### config.mk
export PLATFORM = sky130hd
export DESIGN_NAME = ogse_ctrl
export DESIGN_NICKNAME = d
export VERILOG_FILES = /design/src/sv/ogse_pkg.sv /design/src/sv/ogse_ctrl.sv
export SDC_FILE = /design/constraint.sdc
export NUM_CORES = 1
export LEC_CHECK = 0
export ABC_AREA = 1
export BUFFER_PORTS_ARGS = -buffer_cell sky130_fd_sc_hd__buf_2
export CAP_MARGIN = 20
export CORE_AREA = 2 2 39 41
export CTS_BUF_LIST = sky130_fd_sc_hd__clkbuf_4
export DETAILED_ROUTE_END_ITERATION = 12
export DIE_AREA = 0 0 41 43
export PLACE_DENSITY = 0.52
export SLEW_MARGIN = 20
export SYNTH_ARGS = -nofsm -noshare
export SYNTH_HDL_FRONTEND = slang
export SYNTH_SLANG_ARGS = --single-unit
### constraint.sdc
create_clock -name clk -period 0.85 [get_ports clk]
set_input_delay 0.0425 -clock clk [delete_from_list [all_inputs] [get_ports clk]]
set_output_delay 0.0425 -clock clk [all_outputs]
set_load 0.05 [all_outputs]
### src/sv/ogse_pkg.sv
package ogse_pkg;

  localparam int GRID_SIZE = 128;
  localparam int ROW_W     = $clog2(GRID_SIZE);
  localparam int CNT_W     = $clog2(GRID_SIZE + 1);
  localparam int POS_W     = 8;
  localparam int ORG_W     = POS_W + 3;
  localparam int HIT_W     = 7;

  localparam logic [1:0] CMD_FILL  = 2'd0;
  localparam logic [1:0] CMD_ERASE = 2'd1;
  localparam logic [1:0] CMD_TEST  = 2'd2;
  localparam logic [1:0] CMD_CLEAR = 2'd3;

  typedef logic [GRID_SIZE-1:0] row_t;

  typedef struct packed {
    logic [1:0]       command;
    logic [POS_W-1:0] pos_x;
    logic [POS_W-1:0] pos_y;
    logic [POS_W-1:0] side_len;
    logic             is_centered;
  } item_t;

  typedef struct packed {
    logic             in_bounds;
    logic             hit;
    logic [HIT_W-1:0] hit_x;
    logic [HIT_W-1:0] hit_y;
  } result_t;

  typedef struct packed {
    logic latch;
    logic calc_origin;
    logic calc_mask;
    logic issue;
    logic clear_all;
    logic encode;
  } ctl_t;

  typedef struct packed {
    logic is_clear;
    logic is_test;
    logic inb;
    logic side_zero;
    logic last;
    logic found;
  } status_t;

endpackage

### src/sv/ogse_ctrl.sv
module ogse_ctrl (
  input  logic              clk,
  input  logic              rst,
  input  logic              start,
  input  ogse_pkg::status_t st,
  output ogse_pkg::ctl_t    ctl,
  output logic              busy,
  output logic              done
);

  localparam logic [2:0] S_IDLE   = 3'd0;
  localparam logic [2:0] S_ORIGIN = 3'd1;
  localparam logic [2:0] S_PREP   = 3'd2;
  localparam logic [2:0] S_RUN    = 3'd3;
  localparam logic [2:0] S_DRAIN  = 3'd4;
  localparam logic [2:0] S_ENCODE = 3'd5;
  localparam logic [2:0] S_DONE   = 3'd6;

  logic [2:0] state, state_next;

  assign busy = state != S_IDLE;
  assign done = state == S_DONE;

  always_comb begin
    state_next      = state;
    ctl             = '0;
    unique case (state)
      S_IDLE: begin
        if (start) begin
          ctl.latch  = 1'b1;
          state_next = S_ORIGIN;
        end
      end
      S_ORIGIN: begin
        ctl.calc_origin = 1'b1;
        state_next      = S_PREP;
      end
      S_PREP: begin
        if (st.is_clear) begin
          ctl.clear_all = 1'b1;
          state_next    = S_DONE;
        end else if (!st.inb || st.side_zero) begin
          state_next = S_DONE;
        end else begin
          ctl.calc_mask = 1'b1;
          state_next    = S_RUN;
        end
      end
      S_RUN: begin
        if (st.found) begin
          state_next = S_ENCODE;
        end else begin
          ctl.issue = 1'b1;
          if (st.last) begin
            state_next = S_DRAIN;
          end
        end
      end
      S_DRAIN: begin
        state_next = st.found ? S_ENCODE : S_DONE;
      end
      S_ENCODE: begin
        ctl.encode = 1'b1;
        state_next = S_DONE;
      end
      S_DONE: begin
        state_next = S_IDLE;
      end
      default: begin
        state_next = S_IDLE;
      end
    endcase
  end

  always_ff @(posedge clk) begin
    if (rst) begin
      state <= S_IDLE;
    end else begin
      state <= state_next;
    end
  end

  a_issue_in_bounds: assert property (@(posedge clk) disable iff (rst)
    ctl.issue |-> (st.inb && !st.is_clear && !st.side_zero))
    else $error("row access for an item that touches no rows");

  a_encode_after_found: assert property (@(posedge clk) disable iff (rst)
    (state == S_ENCODE) |-> $past(st.found))
    else $error("encode without an occupied row");

  a_single_strobe: assert property (@(posedge clk) disable iff (rst)
    done |=> !done)
    else $error("result strobe longer than one cycle");

endmodule

==> flow_metrics.py <==
metrics = {
    "logic_synthesis": {
        "synth_seq_cells": 3,
        "ys_seq_area_frac": 0.2462,
        "synth_top_area_share": 0.2462,
        "synth_fp_nets": 55,
        "synth_largest_area_cell": "dfxtp_1",
        "synth_area_leaders": "dfxtp_1 (25%), nand2_1 (17%), nor2_1 (17%)",
        "netlist_instances": 46,
        "synth_warnings": 0,
        "syn_area_um2": 244.0,
        "syn_area_per_cell_um2": 5.304,
        "synth_cell_type_count": 12,
    },
    "power_and_ir_drop": {
        "ir_worst_vdd_mv": 1.331,
        "power.leakage_uw": 0.0002946,
        "power_density_nw_per_um2": 4207,
    },
    "floorplanning": {
        "initial_core_util": 0.1763,
        "ioPinCount": 17,
        "core_area_um2": 1384,
        "fp.dieW_um": 41,
        "dieArea_um2": 1763,
        "rows": 14,
        "die_h_um": 43,
    },
    "critical_path": {
        "critical_path.max_stage_delay_ps": 370,
        "critPathLaunchType": "flop",
        "critPathBufInv": 2,
        "cp-startpoint": "state[0]",
        "rr_endpoint": "state[0]",
        "cp_top_family": "flip-flops",
        "regToRegSetupSlack_ps": -260,
        "critPathCaptureType": "output pin",
        "critical_path_required_ps": 810,
        "cp_max_fo": 3,
        "rr_startpoint": "state[0]",
        "critical_path_arrival_ps": 1150,
        "worstPathCellList": "inv_4 -> or2_4 -> nor2_4 -> buf_8",
        "worst_path_max_delay_cell": "dfxtp_4",
        "crit_type": "flop to output pin",
        "r2r_cells": 7,
    },
    "flow_run": {
        "maxCapViolCount": 0,
    },
    "grt": {
        "grt_max_degree": 8,
        "track_usage": 0.1132,
        "overflow": 0,
        "grt_pass1_wl_um": 1331,
        "grt_pass1_vias": 352,
        "antenna_found_initial": 0,
    },
    "finish": {
        "reg_top3": "state (3)",
        "fillers": 142,
        "final_area_um2": 658.1,
        "antennaDiodeCount": 0,
        "largest-register": "state",
        "nNetsFinal": 83,
        "final_cells": 89,
        "layout-drive-gt1-share": 0.7123,
        "areaGrowthSynthToFinish_pct": 169.7,
        "largest_reg_flops": 3,
    },
    "route": {
        "routed_wl_um": 873,
        "first_iter_violations": 1,
        "dr.pass1.iters": 2,
        "drc": 0,
        "antenna_left": 0,
        "avgViaCountPerCell": 4.034,
        "via_count": 359,
        "routedWlPerCell_um": 9.809,
    },
    "status": {
        "violations": "setup timing",
        "outcome": "complete, but fails checks",
    },
    "hold_path": {
        "hold_end": "state[0]",
        "worstHoldStart": "st[1]",
        "holdPathStages": 4,
        "hold_class": "input pin to flop",
    },
    "sta": {
        "fin_skew_ps": 0.6011,
        "setup_ws_ps": -340.9,
        "rsz0062_at_grt": "true",
        "worstMarginPinSlew_ps": 200.8,
        "max_slew_margin": 0.8656,
        "finalSetupViolCount": 11,
        "finalMaxSlewViolations": 0,
        "timing_hold_violations_final": 0,
        "max_freq_ghz": 0.8397,
        "min_period_ps": 1191,
        "min_period_over_period": 1.401,
    },
    "placed_design": {
        "gp_congestion": 0.6776,
        "place_hpwl_um": 611.8,
        "postPlaceCellArea_um2": 455.4,
        "portBuffers": 15,
        "dpl.cell_count": 81,
    },
    "cts": {
        "cts_max_path_buffers": 2,
        "cts-root-buf": "clkbuf_4",
        "cts_tree": "done",
        "htree_levels": 1,
        "cts_buffers": 3,
        "clk_latency_ps": 230,
        "clk_pin_slew_ps": 40,
        "clock_sink_count": 3,
    },
}
[layer usage]
layer | global-route usage | wire (µm) | vias to the layer above
met4 | 0.06000 | 0 | 0
met2 | 0.1875 | 518 | 11
li1 | - | - | 194
met5 | 0 | 0 | -
met3 | 0.03141 | 35 | 0
met1 | 0.1214 | 320 | 154
[cell type report]
| type | count | area, µm² | share of cell area |
|---|---|---|---|
| inverter | 9 | 47.55 | 0.07224 |
| multi-input combinational | 34 | 260.3 | 0.3954 |
| timing repair buffer | 23 | 229.0 | 0.3479 |
| sequential | 3 | 71.32 | 0.1084 |
| tap | 16 | 20.02 | 0.03042 |
| clock buffer | 4 | 30.03 | 0.04563 |
[placed cells by master (no fill, tap or decap)]
cell           n
a21oi_1        1
a21oi_2        1
buf_2          7
buf_4          2
buf_6          7
buf_8          6
clkbuf_4       4
clkinvlp_4     1
dfxtp_4        3
dlygate4sd3_1  1
inv_1          4
inv_2          2
inv_4          1
inv_8          1
nand2_1        5
nand2_2        3
nand2_4        3
nand3_1        3
nand3_2        1
nor2_1         4
nor2_4         8
nor3_4         1
o211ai_1       2
o21ai_1        1
or2_4          1
[worst reg2reg max path, cell delays in order (launching register included)]
cell and delay (ps):
dfxtp_4 360, buf_6 120, nor2_4 120, buf_6 120
o21ai_1 50, nand3_1 100, nand2_2 60, a21oi_2 100
[cell families after synthesis]
kind of cell | Yosys count | share of synthesized area
AO/OA/AOI/OAI | 5 | 0.1230
flip-flops | 3 | 0.2462
buffers and inverters | 9 | 0.1385
AND/OR/NAND/NOR | 29 | 0.4923
[worst max-delay path by stage]
stage / end / slack [ps] / cells after the start
floorplan: ctl[5] / -130 / 3
global route: ctl[5] / -390 / 5
global placement: ctl[2] / -200 / 5
detailed placement: ctl[2] / -220 / 5
CTS: ctl[2] / -340 / 5
finish: ctl[4] / -340 / 4
[repair_timing]
| item | CTS | global route |
|---|---|---|
| endpoints found under the hold margin | 3 | 0 |
| hold buffers | 1 | 0 |
| pin swaps | 13 | 5 |
| setup endpoints to repair | 11 | 11 |
| buffers inserted | 3 | 0 |
| resized for setup | 27 | 16 |
[Yosys cell counts]
library cell  instances
o21ai_0               1
nand3_1               4
dfxtp_1               3
nor2_2                1
nor3_1                1
nand2_1              11
inv_1                 8
o211ai_1              2
inv_2                 1
or2_2                 1
a21oi_1               2
nor2_1               11
[report_power, final]
part	switching [µW]	internal, µW	leakage, µW
Combinational	1160	911	0.000249
Sequential	177	247	0.0000267
Clock	69.7	207	0.0000184
[through the flow]
stage,setup TNS (ps),power [µW],utilization,worst slack [ps],hold WS (ps)
global route,-3838,2947,0.4756,-391.2,165.8
global placement,-1624,1830,0.3291,-200.5,230.1
detailed placement,-1672,1830,0.3291,-221.5,235.3
floorplan,-964.9,1486,-,-127.6,104.2
CTS,-3067,2566,0.4367,-340.6,98.10
finish,-3237,2769,0.4756,-340.9,113.0
Note: power is estimated with default switching activity, not from simulation.
